[src/hw/rtl/aprep_pkg.sv]
`default_nettype none

package aprep_pkg;

	localparam int FRAMES    = 16;
	localparam int PAGE_BITS = 32;

	// Widths; the index, count and page widths follow from the frame count and page width
	localparam int IDX_W   = (FRAMES > 1) ? $clog2(FRAMES) : 1;
	localparam int CNT_W   = $clog2(FRAMES + 1);
	localparam int PAGE_W  = (PAGE_BITS < 32) ? PAGE_BITS : 32;
	localparam int CFG_W   = 5;
	localparam int FRAME_W = 4;
	localparam int TOTAL_W = 32;
	localparam int AGE_W   = 8;

	localparam logic [CFG_W-1:0] CFG_RESET = CFG_W'(16);

	typedef enum logic [1:0] {
		ST_IDLE,
		ST_SCAN,
		ST_AGE,
		ST_DONE
	} state_t;

	// One frame entry as read from the frame table
	typedef struct packed {
		logic              valid;
		logic [PAGE_W-1:0] page;
		logic [AGE_W-1:0]  age;
	} frame_rd_t;

	// One write into the frame table
	typedef struct packed {
		logic              we;
		logic [IDX_W-1:0]  idx;
		logic              load;
		logic [PAGE_W-1:0] page;
		logic [AGE_W-1:0]  age;
	} frame_wr_t;

	// Result handed from the sequencer to the output register
	typedef struct packed {
		logic               hit;
		logic [FRAME_W-1:0] frame;
		logic               evicted;
		logic [31:0]        evicted_page;
		logic [TOTAL_W-1:0] hit_total;
		logic [TOTAL_W-1:0] miss_total;
	} result_t;

	// Clamp the configured frame count to 1..FRAMES
	function automatic logic [CNT_W-1:0] active_count(input logic [CFG_W-1:0] c);
		logic [7:0] v;
		v = {3'b000, c};
		if (v == 8'd0)
			v = 8'd1;
		if (v > 8'(FRAMES))
			v = 8'(FRAMES);
		return v[CNT_W-1:0];
	endfunction

endpackage

`default_nettype wire

[src/hw/rtl/aprep_frames.sv]
`default_nettype none

module aprep_frames
	import aprep_pkg::*;
(
	input  wire logic       clk,
	input  wire logic       arst_n,
	input  wire logic [IDX_W-1:0] rd_idx,
	output frame_rd_t       rd,
	input  wire frame_wr_t  wr
);

	logic              valid_q [FRAMES];
	logic [PAGE_W-1:0] page_q  [FRAMES];
	logic [AGE_W-1:0]  age_q   [FRAMES];

	// Clear valid bits on reset, set them on load
	always_ff @(posedge clk or negedge arst_n) begin
		if (!arst_n) begin
			for (int i = 0; i < FRAMES; i++)
				valid_q[i] <= 1'b0;
		end else if (wr.we && wr.load) begin
			valid_q[wr.idx] <= 1'b1;
		end
	end

	// Write page and age payload
	always_ff @(posedge clk) begin
		if (wr.we) begin
			if (wr.load)
				page_q[wr.idx] <= wr.page;
			age_q[wr.idx] <= wr.age;
		end
	end

	// Read one frame at the scan index
	always_comb begin
		rd.valid = valid_q[rd_idx];
		rd.page  = page_q[rd_idx];
		rd.age   = age_q[rd_idx];
	end

endmodule

`default_nettype wire

[src/hw/rtl/aprep_seq.sv]
`default_nettype none

module aprep_seq
	import aprep_pkg::*;
(
	input  wire logic              clk,
	input  wire logic              arst_n,
	input  wire logic [CFG_W-1:0]  frames_cfg,
	input  wire logic              in_valid,
	output logic                   in_ready,
	input  wire logic [31:0]       in_page,
	output logic [IDX_W-1:0]       rd_idx,
	input  wire frame_rd_t         rd,
	output frame_wr_t              wr,
	output logic                   res_valid,
	input  wire logic              res_free,
	output result_t                res
);

	state_t state_q, state_d;

	logic [IDX_W-1:0]   idx_q, last_q, slot_q, empty_idx_q, best_idx_q;
	logic [PAGE_W-1:0]  pg_q, best_page_q, old_page_q;
	logic [AGE_W-1:0]   best_age_q;
	logic               hit_q, empty_found_q, evict_q;
	logic [TOTAL_W-1:0] hit_cnt_q, miss_cnt_q;

	logic               eq, lt, take_best, at_last, is_slot;
	logic               emp_now;
	logic [IDX_W-1:0]   emp_idx_now, best_idx_now;
	logic [PAGE_W-1:0]  best_page_now;
	logic [CNT_W-1:0]   n_act;
	logic [CNT_W-1:0]   n_last;
	logic [IDX_W+FRAME_W-1:0] slot_ext;

	// Shared compare unit: page match and age ordering on the scanned frame
	assign eq        = rd.valid && (rd.page == pg_q);
	assign lt        = (idx_q == '0) || (rd.age < best_age_q);
	assign take_best = rd.valid && lt;
	assign at_last   = (idx_q == last_q);
	assign is_slot   = (idx_q == slot_q);

	assign emp_now       = empty_found_q || !rd.valid;
	assign emp_idx_now   = empty_found_q ? empty_idx_q : idx_q;
	assign best_idx_now  = take_best ? idx_q : best_idx_q;
	assign best_page_now = take_best ? rd.page : best_page_q;

	assign n_act  = active_count(frames_cfg);
	assign n_last = n_act - CNT_W'(1);

	assign rd_idx   = idx_q;
	assign in_ready = (state_q == ST_IDLE);

	assign slot_ext = {{FRAME_W{1'b0}}, slot_q};

	always_comb begin
		res.hit          = hit_q;
		res.frame        = slot_ext[FRAME_W-1:0];
		res.evicted      = evict_q;
		res.evicted_page = 32'(old_page_q);
		res.hit_total    = hit_cnt_q;
		res.miss_total   = miss_cnt_q;
	end

	// Hold state register
	always_ff @(posedge clk or negedge arst_n) begin
		if (!arst_n)
			state_q <= ST_IDLE;
		else
			state_q <= state_d;
	end

	// Next state, table writes and result strobe
	always_comb begin
		state_d   = state_q;
		res_valid = 1'b0;
		wr.we     = 1'b0;
		wr.idx    = idx_q;
		wr.load   = is_slot && !hit_q;
		wr.page   = pg_q;
		wr.age    = wr.load ? {1'b1, {(AGE_W-1){1'b0}}} : {is_slot, rd.age[AGE_W-1:1]};
		case (state_q)
			ST_IDLE: begin
				if (in_valid)
					state_d = ST_SCAN;
			end
			ST_SCAN: begin
				if (eq || at_last)
					state_d = ST_AGE;
			end
			ST_AGE: begin
				wr.we = is_slot || rd.valid;
				if (at_last)
					state_d = ST_DONE;
			end
			ST_DONE: begin
				res_valid = 1'b1;
				if (res_free)
					state_d = ST_IDLE;
			end
			default: state_d = ST_IDLE;
		endcase
	end

	// Count hits and misses, saturating
	always_ff @(posedge clk or negedge arst_n) begin
		if (!arst_n) begin
			hit_cnt_q  <= '0;
			miss_cnt_q <= '0;
		end else if (state_q == ST_SCAN) begin
			if (eq) begin
				if (hit_cnt_q != '1)
					hit_cnt_q <= hit_cnt_q + TOTAL_W'(1);
			end else if (at_last) begin
				if (miss_cnt_q != '1)
					miss_cnt_q <= miss_cnt_q + TOTAL_W'(1);
			end
		end
	end

	// Scan index and per-item working registers
	always_ff @(posedge clk or negedge arst_n) begin
		if (!arst_n) begin
			idx_q <= '0;
		end else begin
			case (state_q)
				ST_IDLE: idx_q <= '0;
				ST_SCAN: idx_q <= (eq || at_last) ? '0 : idx_q + IDX_W'(1);
				ST_AGE:  idx_q <= at_last ? '0 : idx_q + IDX_W'(1);
				default: idx_q <= '0;
			endcase
		end
	end

	always_ff @(posedge clk) begin
		case (state_q)
			ST_IDLE: begin
				if (in_valid) begin
					pg_q          <= in_page[PAGE_W-1:0];
					last_q        <= n_last[IDX_W-1:0];
					empty_found_q <= 1'b0;
					hit_q         <= 1'b0;
				end
			end
			ST_SCAN: begin
				if (eq) begin
					hit_q      <= 1'b1;
					slot_q     <= idx_q;
					evict_q    <= 1'b0;
					old_page_q <= '0;
				end else begin
					if (!rd.valid && !empty_found_q) begin
						empty_found_q <= 1'b1;
						empty_idx_q   <= idx_q;
					end
					if (take_best) begin
						best_age_q  <= rd.age;
						best_idx_q  <= idx_q;
						best_page_q <= rd.page;
					end
					// Pick the empty frame, else the oldest one
					if (at_last) begin
						slot_q     <= emp_now ? emp_idx_now : best_idx_now;
						evict_q    <= !emp_now;
						old_page_q <= emp_now ? '0 : best_page_now;
					end
				end
			end
			default: ;
		endcase
	end

endmodule

`default_nettype wire

[src/hw/rtl/aging_page_replacement.sv]
`default_nettype none

// Channel   Direction  Handshake                      Payload
// s_axis    in         s_axis_tvalid / s_axis_tready  page_number
// m_axis    out        m_axis_tvalid / m_axis_tready  hit, frame, evicted, evicted_page,
//                                                     hit_total, miss_total
// cfg       in         cfg_valid / cfg_ready          frames_in_use
//
// With n frames in use, one item occupies the block through lookup, which scans the
// frames up to and including a match (all n on a miss), aging of all n frames and
// hand-over of the result; no new page is taken until it goes to the output register.
// The one read port of the frame table is visited once per cycle by the shared
// compare unit during lookup and again during aging.
// Reset clears all frame valid bits and both totals; frames_in_use resets to 16.
// A result waiting in the output register does not block the next item until the
// sequencer needs to hand over a second result.
module aging_page_replacement
	import aprep_pkg::*;
(
	input  wire logic         clk,
	input  wire logic         arst_n,
	input  wire logic         s_axis_tvalid,
	output logic              s_axis_tready,
	input  wire logic [31:0]  s_axis_tdata,   // [31:0] page_number
	output logic              m_axis_tvalid,
	input  wire logic         m_axis_tready,
	output logic [103:0]      m_axis_tdata,   // [0] hit, [4:1] frame, [5] evicted,
	                                          // [37:6] evicted_page, [69:38] hit_total,
	                                          // [101:70] miss_total, [103:102] zero
	input  wire logic         cfg_valid,
	output logic              cfg_ready,
	input  wire logic [4:0]   cfg_data        // [4:0] frames_in_use
);

	logic [CFG_W-1:0] frames_cfg_q;
	logic [IDX_W-1:0] rd_idx;
	frame_rd_t        rd;
	frame_wr_t        wr;
	logic             res_valid, res_free;
	result_t          res;
	logic             out_valid_q;
	result_t          out_q;

	assign cfg_ready = 1'b1;

	// Hold the frame count register
	always_ff @(posedge clk or negedge arst_n) begin
		if (!arst_n)
			frames_cfg_q <= CFG_RESET;
		else if (cfg_valid)
			frames_cfg_q <= cfg_data;
	end

	aprep_seq u_seq (
		.clk        (clk),
		.arst_n     (arst_n),
		.frames_cfg (frames_cfg_q),
		.in_valid   (s_axis_tvalid),
		.in_ready   (s_axis_tready),
		.in_page    (s_axis_tdata),
		.rd_idx     (rd_idx),
		.rd         (rd),
		.wr         (wr),
		.res_valid  (res_valid),
		.res_free   (res_free),
		.res        (res)
	);

	aprep_frames u_frames (
		.clk    (clk),
		.arst_n (arst_n),
		.rd_idx (rd_idx),
		.rd     (rd),
		.wr     (wr)
	);

	// Output register: load when empty or being drained
	assign res_free = !out_valid_q || m_axis_tready;

	always_ff @(posedge clk or negedge arst_n) begin
		if (!arst_n)
			out_valid_q <= 1'b0;
		else if (res_free)
			out_valid_q <= res_valid;
	end

	always_ff @(posedge clk) begin
		if (res_free && res_valid)
			out_q <= res;
	end

	assign m_axis_tvalid = out_valid_q;
	assign m_axis_tdata  = {2'b00, out_q.miss_total, out_q.hit_total, out_q.evicted_page,
		out_q.evicted, out_q.frame, out_q.hit};

endmodule

`default_nettype wire

[config.mk]
export PLATFORM = sky130hd
export DESIGN_NAME = aging_page_replacement
export DESIGN_NICKNAME = d
export VERILOG_FILES = /design/src/hw/rtl/aprep_pkg.sv /design/src/hw/rtl/aprep_frames.sv /design/src/hw/rtl/aprep_seq.sv /design/src/hw/rtl/aging_page_replacement.sv
export SDC_FILE = /design/constraint.sdc
export NUM_CORES = 1
export LEC_CHECK = 0
export BUFFER_PORTS_ARGS = -buffer_cell sky130_fd_sc_hd__buf_2
export CORE_ASPECT_RATIO = 0.6
export CORE_MARGIN = 2
export CORE_UTILIZATION = 27
export CTS_BUF_LIST = sky130_fd_sc_hd__clkbuf_8
export CTS_CLUSTER_DIAMETER = 120
export CTS_CLUSTER_SIZE = 16
export DETAILED_ROUTE_END_ITERATION = 8
export PLACE_DENSITY = 0.44
export SYNTH_ARGS = -nofsm -noshare
export SYNTH_HDL_FRONTEND = slang
export SYNTH_SLANG_ARGS = --single-unit
[constraint.sdc]
create_clock -name clk -period 9.4 [get_ports clk]
set_input_delay 0 -clock clk [delete_from_list [all_inputs] [get_ports clk]]
set_output_delay 0 -clock clk [all_outputs]
set_load 0.1 [all_outputs]
Yosys cells after proc, flatten, opt, wreduce, memory -nomap -nowiden

Memories as Yosys holds them, arrays and structs flattened.
Index checks and enable logic that the tools add are counted.

Word-level logic and storage cells: 137
Register bits: 317
Bits in read-only memories: 0
Memory bits (writable): 640
Latch bits: 0
Memories: 2
Output and inout bits: 107

Memories:

| memory          | words | width | read ports | clocked after Yosys merged registers in | write ports | RTL line           | RTL |
|---|---|---|---|---|---|---|---|
| u_frames.page_q | 16    | 32    | 1          | 0                                       | 1           | aprep_frames.sv:14 | `logic [PAGE_W-1:0] page_q [FRAMES];` |
| u_frames.age_q  | 16    | 8     | 1          | 0                                       | 1           | aprep_frames.sv:15 | `logic [AGE_W-1:0] age_q [FRAMES];` |

Bitwise operators: 3
$add $sub $neg: 4
Shift-type cells: 0
Magnitude comparators: 4
Equal/unequal tests: 15
Divide/modulo/power cells: 0
$mul: 0
Multiplexer cells: 38
Reductions and logical operators: 32

Operators with widths:

| cell                    | count |
|---|---|
| $mux W32                | 3 |
| $add A32 B1 Y32 const B | 2 |
| $ne A32 B32 Y1 const B  | 2 |
| $eq A32 B32 Y1          | 1 |
| $mux W4                 | 8 |
| $or A16 B16 Y16         | 1 |
| $mux W1                 | 15 |
| $reduce_and A3 Y1       | 4 |
| $reduce_and A4 Y1       | 3 |
| $eq A4 B4 Y1            | 2 |
| $lt A8 B8 Y1            | 1 |
| $mux W2                 | 4 |
| $mux W8                 | 1 |
| $ne A2 B2 Y1 const B    | 4 |
| $pmux W2 S4             | 1 |
| $pmux W4 S2             | 1 |
| $logic_and A1 B1 Y1     | 7 |
| $ne A2 B1 Y1 const B    | 3 |
| $reduce_and A2 Y1       | 3 |
| $ge A5 B5 Y1 const B    | 1 |
| $gt A5 B5 Y1 const B    | 1 |
| $logic_not A1 Y1        | 5 |
| $logic_not A5 Y1        | 1 |
| $logic_or A1 B1 Y1      | 5 |
| 14 further kinds        | 17 |

Longest topological paths before layout

Depth in word-level cells: 9
Mapped depth: 21

Hierarchy

From an unflattened synthesis, not the netlist that was laid out.

Cell total of the unflattened synthesis: 1,875
Area total of the unflattened synthesis: 36,834.1 um2

Modules (own cells, without submodules):

| module                 | cells an instance | times used | seq. area each (um2) | area an instance (um2) |
|---|---|---|---|---|
| aprep_frames           | 1,069             | 1          | 19,618.8             | 24,702.4 |
| aprep_seq              | 685               | 1          | 5,445.2              | 8,812.2 |
| aging_page_replacement | 121               | 1          | 3,214.3              | 3,319.4 |

Worst setup path after synthesis

OpenSTA, ideal clock, no wires.

Kind: register to register
Start: reg u_seq.idx_q[2] (netlist: u_seq.rd_idx[2])
End: mem u_frames.page_q[8][0] (netlist bit), enable pin
Arrival: 6.058 ns
Period minus slack after synthesis: 6.562 ns
Stages on the path, launching flop included: 10
Setup slack: 2.838 ns
Library setup time: 0.503 ns
Buffers on the path: 5
Cells stage by stage: dfrtp_1 -> clkbuf_1 -> buf_2 -> buf_2 -> buf_2 -> buf_1 -> xor2_1 -> nor4_1 -> inv_1 -> nor4_1

Cells in the longest elaborated chain, start to end: 8
Elaborated cells between the ends (all ways): 11
Classes of those cells: 1 x eq/ne; 7 x mux; 1 x bitwise; 2 x reduce/logical

Ends and longest elaborated chain:

| what                                       | RTL line           | RTL |
|---|---|---|
| start, declared                            | aprep_seq.sv:22    | `logic [IDX_W-1:0] idx_q, last_q, slot_q, empty_idx_q, best_idx_q;` |
| start signal, assigned                     | aprep_seq.sv:128   | `ST_SCAN: idx_q <= (eq \|\| at_last) ? '0 : idx_q + IDX_W'(1);` |
| start signal, assigned                     | aprep_seq.sv:129   | `ST_AGE: idx_q <= at_last ? '0 : idx_q + IDX_W'(1);` |
| $not A4 Y5 (not written as such)           | aprep_frames.sv:38 | `rd.valid = valid_q[rd_idx];` |
| $bmux W1 S4                                | aprep_frames.sv:38 |  |
| $mux W1 (not written as such) (2 in a row) | aprep_frames.sv:38 |  |
| $logic_or A1 B1 Y1                         | aprep_seq.sv:92    | `wr.we = is_slot \|\| rd.valid;` |
| $mux W1                                    | aprep_seq.sv:82    | `case (state_q)` |
| $mux W1                                    | aprep_frames.sv:29 | `if (wr.we) begin` |
| $mux W1 (not written as such)              | aprep_frames.sv:31 | `page_q[wr.idx] <= wr.page;` |
| end, declared                              | aprep_frames.sv:14 |  |

Parallel ways exist; a longest one is shown, timed or not. The select of a mux whose other input is x is not followed.

Final worst setup path

Start: reg u_seq.idx_q[0] (netlist: u_seq.rd_idx[0])
End: reg u_seq.old_page_q[30], enable pin

Cells in the longest elaborated chain, start to end: 7
Elaborated cells between the ends (all ways): 10
Classes of those cells: 2 x eq/ne; 3 x mux; 1 x bitwise; 3 x reduce/logical; 1 x memory

Ends and longest elaborated chain:

| what                                                    | RTL line         | RTL |
|---|---|---|
| branches (longest 5 deep; another with $mem_v2 Z16 W32) | -                |  |
| $reduce_bool A2 Y1 (no source line) *                   | -                |  |
| $reduce_and A2 Y1 (no source line) *                    | -                |  |
| end signal, assigned                                    | aprep_seq.sv:165 | `old_page_q <= emp_now ? '0 : best_page_now;` |
| end, declared                                           | aprep_seq.sv:23  | `logic [PAGE_W-1:0] pg_q, best_page_q, old_page_q;` |

Mark *: on every way between the ends. The select of a mux whose other input is x is not followed.
A chain may end at the register's enable or synchronous reset.

==> impl_results.rst <==
.. list-table::
   :header-rows: 1

   * - Metric
     - Value
   * - Result of the run
     - completed
   * - Layout cells sized above 1
     - about 21%
   * - Final Net Count
     - 2,505
   * - Die outline area
     - 0.146 mm2
   * - Vertical die dimension
     - around 300 um
   * - Global-route usage over all layers
     - 14.3%
   * - Critical setup path kind
     - reg -> reg
   * - Via density
     - 4.72
   * - Register bit count reported by yosys
     - 957
   * - Instance area at placement
     - 0.0418 mm2
   * - Clock tree from TritonCTS
     - built
   * - GR Overflow Total
     - 0
   * - Core area
     - roughly 0.14 mm2
   * - Width of the chip
     - a little under 500 um
   * - Number of antenna violations at the first check in global routing
     - 3
   * - Most frequent cells in the layout
     - 865 x edfxtp_1, 144 x buf_2, 139 x mux2i_1
   * - RD Place Congestion
     - 0.812
   * - Setup TNS
     - 0 ns
   * - Count of mapped cells out of synthesis
     - between 2,000 and 2,500
   * - Number of buffers created by CTS
     - 69
   * - Setup repair after global routing missed its margin
     - no
   * - Ratio of total power to cell area
     - ~230 mW/mm2
   * - Worst reg-to-reg setup slack
     - 3.68 ns
   * - Number of maximum-capacitance constraint violations
     - 0
   * - Worst-skew pair later-pin latency
     - 0.79 ns
   * - Total Wirelength
     - between 100,000 and 150,000 um
   * - Post-CTS repair timing setup buffer count
     - 0
   * - Number of enable flip-flop cells after synthesis
     - 865
   * - Worst relative slew slack
     - ~18%
   * - Via count of the first global-routing pass
     - 21,000
   * - Root Buffer Master
     - clkbuf_8
   * - Most Frequent Cell on Critical Path
     - buf_4
   * - Path category of the worst min-delay check
     - in -> reg
   * - Maximum clock rate
     - 175 MHz
   * - Boundary Pins
     - 149
   * - Required time at the endpoint of the critical path
     - 9.81 ns
   * - Post-route design area
     - 0.0437 mm2
   * - Sinks on the clock net
     - 957
   * - Distinct cell type count of the synthesized netlist
     - between 80 and 90
   * - H-Tree Level Count
     - 3
   * - Routed vias
     - 20,700
   * - Final worst path period share
     - 60.8%
   * - Average cell area after synthesis
     - 17.6 um2
   * - Total setup violations reported at the end of the flow
     - 0
   * - Critical path, cell by cell
     - buf_4 -> nor2b_1 -> buf_4 -> a22oi_1 -> and3_1 -> a222oi_1 -> a22oi_1 -> a2111oi_2 -> nand4_4 -> buf_4 -> a21oi_4 -> buf_4
   * - Final routed wire length divided by cell count
     - 24.3 um
   * - Antenna Cells
     - 0
   * - Area growth from synthesis to final layout
     - 13.1%
   * - Bufs on Longest Clock Path
     - 3
   * - Total count of hold-check failures in the final report
     - 0
   * - Time the worst path needs with I/O delays and setup
     - 5.72 ns
   * - First-pass GRT wire length
     - 154,000 um
   * - Share of flip-flops with an asynchronous set or reset after synthesis
     - 9.61%
   * - Area of the mapped netlist
     - ~0.039 mm2
   * - Peak supply drop
     - 152 uV
   * - Synthesis Warnings
     - 0
   * - Maximum number of pins on one net before global-route repair
     - 109
   * - Critical path arrival
     - 6.13 ns
   * - Starting density of the core
     - 27.2%
   * - DRC violation count after routing
     - 0
   * - Detailed Place HPWL
     - about 66,000 um
   * - Critical-path cell with the highest stage delay
     - dfrtp_4
   * - Seq/Total Area, Yosys
     - 73.1%
   * - Final number of max-transition violations
     - 0
   * - Leak Pwr
     - 14.6 nW
   * - Startpoint types
     - flip-flop
   * - Biggest fanout along the worst timing path
     - 72
   * - Floorplan row count
     - 107
   * - Post-detailed-route count of antenna-violating nets
     - 0
   * - Most common cell after layout, fill and taps aside
     - edfxtp_1
   * - CP endpoint kind
     - flip-flop
   * - Worst-margin pin slew
     - between 1 and 1.5 ns
   * - Critical Path Max Stage Delay
     - 0.87 ns
   * - Clock input transition at the sequential cells of the worst setup and hold paths
     - 0.11 ns
   * - Port Buf Inserts
     - around 150
   * - 1st-pass router iterations
     - 5
   * - Commonest register cell after synthesis
     - edfxtp_1
   * - Number of DRC violations after detailed-routing iteration 0
     - between 1,500 and 2,000
   * - Worst Skew
     - 0.0523 ns
-- through the flow --
| stage | std cells | hold WS, ns | setup WS [ns] | power [mW] | utilization, % |
|---|---|---|---|---|---|
| 2_1_floorplan | 2199 | -0.296 | 2.84 | 7.47 | - |
| 3_3_place_gp | 4198 | -0.0525 | 3.63 | 8.25 | 29.4 |
| 6_report | 4379 | 0.0333 | 3.68 | 10.3 | 30.8 |
| 4_1_cts | 4379 | 0.00282 | 3.57 | 10.4 | 30.8 |
| 5_1_grt | 4379 | 0.0292 | 3.24 | 10.7 | 30.8 |
| 3_5_place_dp | 4198 | -0.0478 | 3.60 | 8.28 | 29.4 |
-- worst paths after layout --
path	from	end	cells past startpoint
setup / recovery	u_seq.rd_idx[0]$_DFF_PN0_	u_seq.old_page_q[30]$_SDFFCE_PP0P_	12
hold / removal	s_axis_tdata[4]	u_seq.pg_q[4]$_DFFE_PP_	2
setup reg to reg	u_seq.rd_idx[0]$_DFF_PN0_	u_seq.old_page_q[30]$_SDFFCE_PP0P_	12
hold reg to reg	u_seq.old_page_q[31]$_SDFFCE_PP0P_	m_axis_tdata[37]$_DFFE_PP_	0
max in group asynchronous	arst_n	u_seq.rd_idx[0]$_DFF_PN0_	4
min in group asynchronous	arst_n	u_seq.miss_cnt_q[1]$_DFFE_PN0P_	4
-- Yosys cell counts (37+ instances only) --
library cell | n | area, um2
nor2_1 | 73 | 274
xor2_1 | 41 | 359
mux2_2 | 53 | 597
nand2_1 | 116 | 435
dfrtp_1 | 91 | 2280
and3_1 | 44 | 275
nor2b_1 | 52 | 325
mux4_2 | 117 | 2640
nand3_1 | 47 | 235
a22oi_1 | 37 | 278
mux2i_1 | 139 | 1390
edfxtp_1 | 865 | 26000
xnor2_1 | 57 | 499
-- flip-flops by register name, summed over array words and instances, names as in the netlist, 16 cells and up --
name / flops
u_frames.page_q: 512
u_frames.age_q: 128
m_axis_tdata: 102
u_seq.best_page_q: 32
u_seq.hit_cnt_q: 32
u_seq.miss_cnt_q: 32
u_seq.old_page_q: 32
u_seq.pg_q: 32
u_frames.valid_q: 16
-- final cells by class --
class | instances | area [um2]
Clock buffer | 72 | 991
Clock inverter | 26 | 115
Fill cell | 13900 | 98300
Inverter | 35 | 131
Multi-Input combinational cell | 1103 | 9840
Sequential cell | 957 | 28300
Tap cell | 1907 | 2390
Timing Repair Buffer | 279 | 1980
-- routing by layer --
| metal | up-vias | track usage [%] | share of wire (%) |
|---|---|---|---|
| met2 | 556 | 21.7 | 44 |
| met5 | - | 0 | 0 |
| met1 | 11000 | 21.7 | 49 |
| met3 | 99 | 2.20 | 4.8 |
| met4 | 0 | 2.82 | 1.5 |
| li1 | 9033 | - | - |
-- repair_timing --
action                                 4_1_cts  5_1_grt
hold buffers                                83        0
resized for setup                            0        0
endpoints found under the hold margin      162        0
-- report_power, final --
part | total (mW) | internal (mW) | switching (mW)
logic | 2.78 | 0.837 | 1.94
clock network | 2.08 | 0.707 | 1.37
registers | 5.40 | 5.16 | 0.241
-- kinds of logic (layout without fill, tap and decap cells) --
group                    after synthesis  in the layout  share of synthesized area (%)
flip-flops                           957            957                           73.1
XOR/XNOR                              98             98                           2.22
AO/OA/AOI/OAI                        208            208                           3.86
AND/OR/NAND/NOR                      467            467                           6.37
adder cells (fa/ha/maj)               18             18                          0.582
multiplexers                         309            309                           12.0
buffers and inverters                139            412                           1.85
other                                  2              3                         0.0194
-- worst max-delay path, delay by kind of cell (launching register included) --
kind,cells,cell delay [ns]
AO/OA/AOI/OAI,5,1.50
buffers and inverters,4,1.88
flip-flops,1,0.87
AND/OR/NAND/NOR,3,0.91
Power figures use the tool's default switching activity.
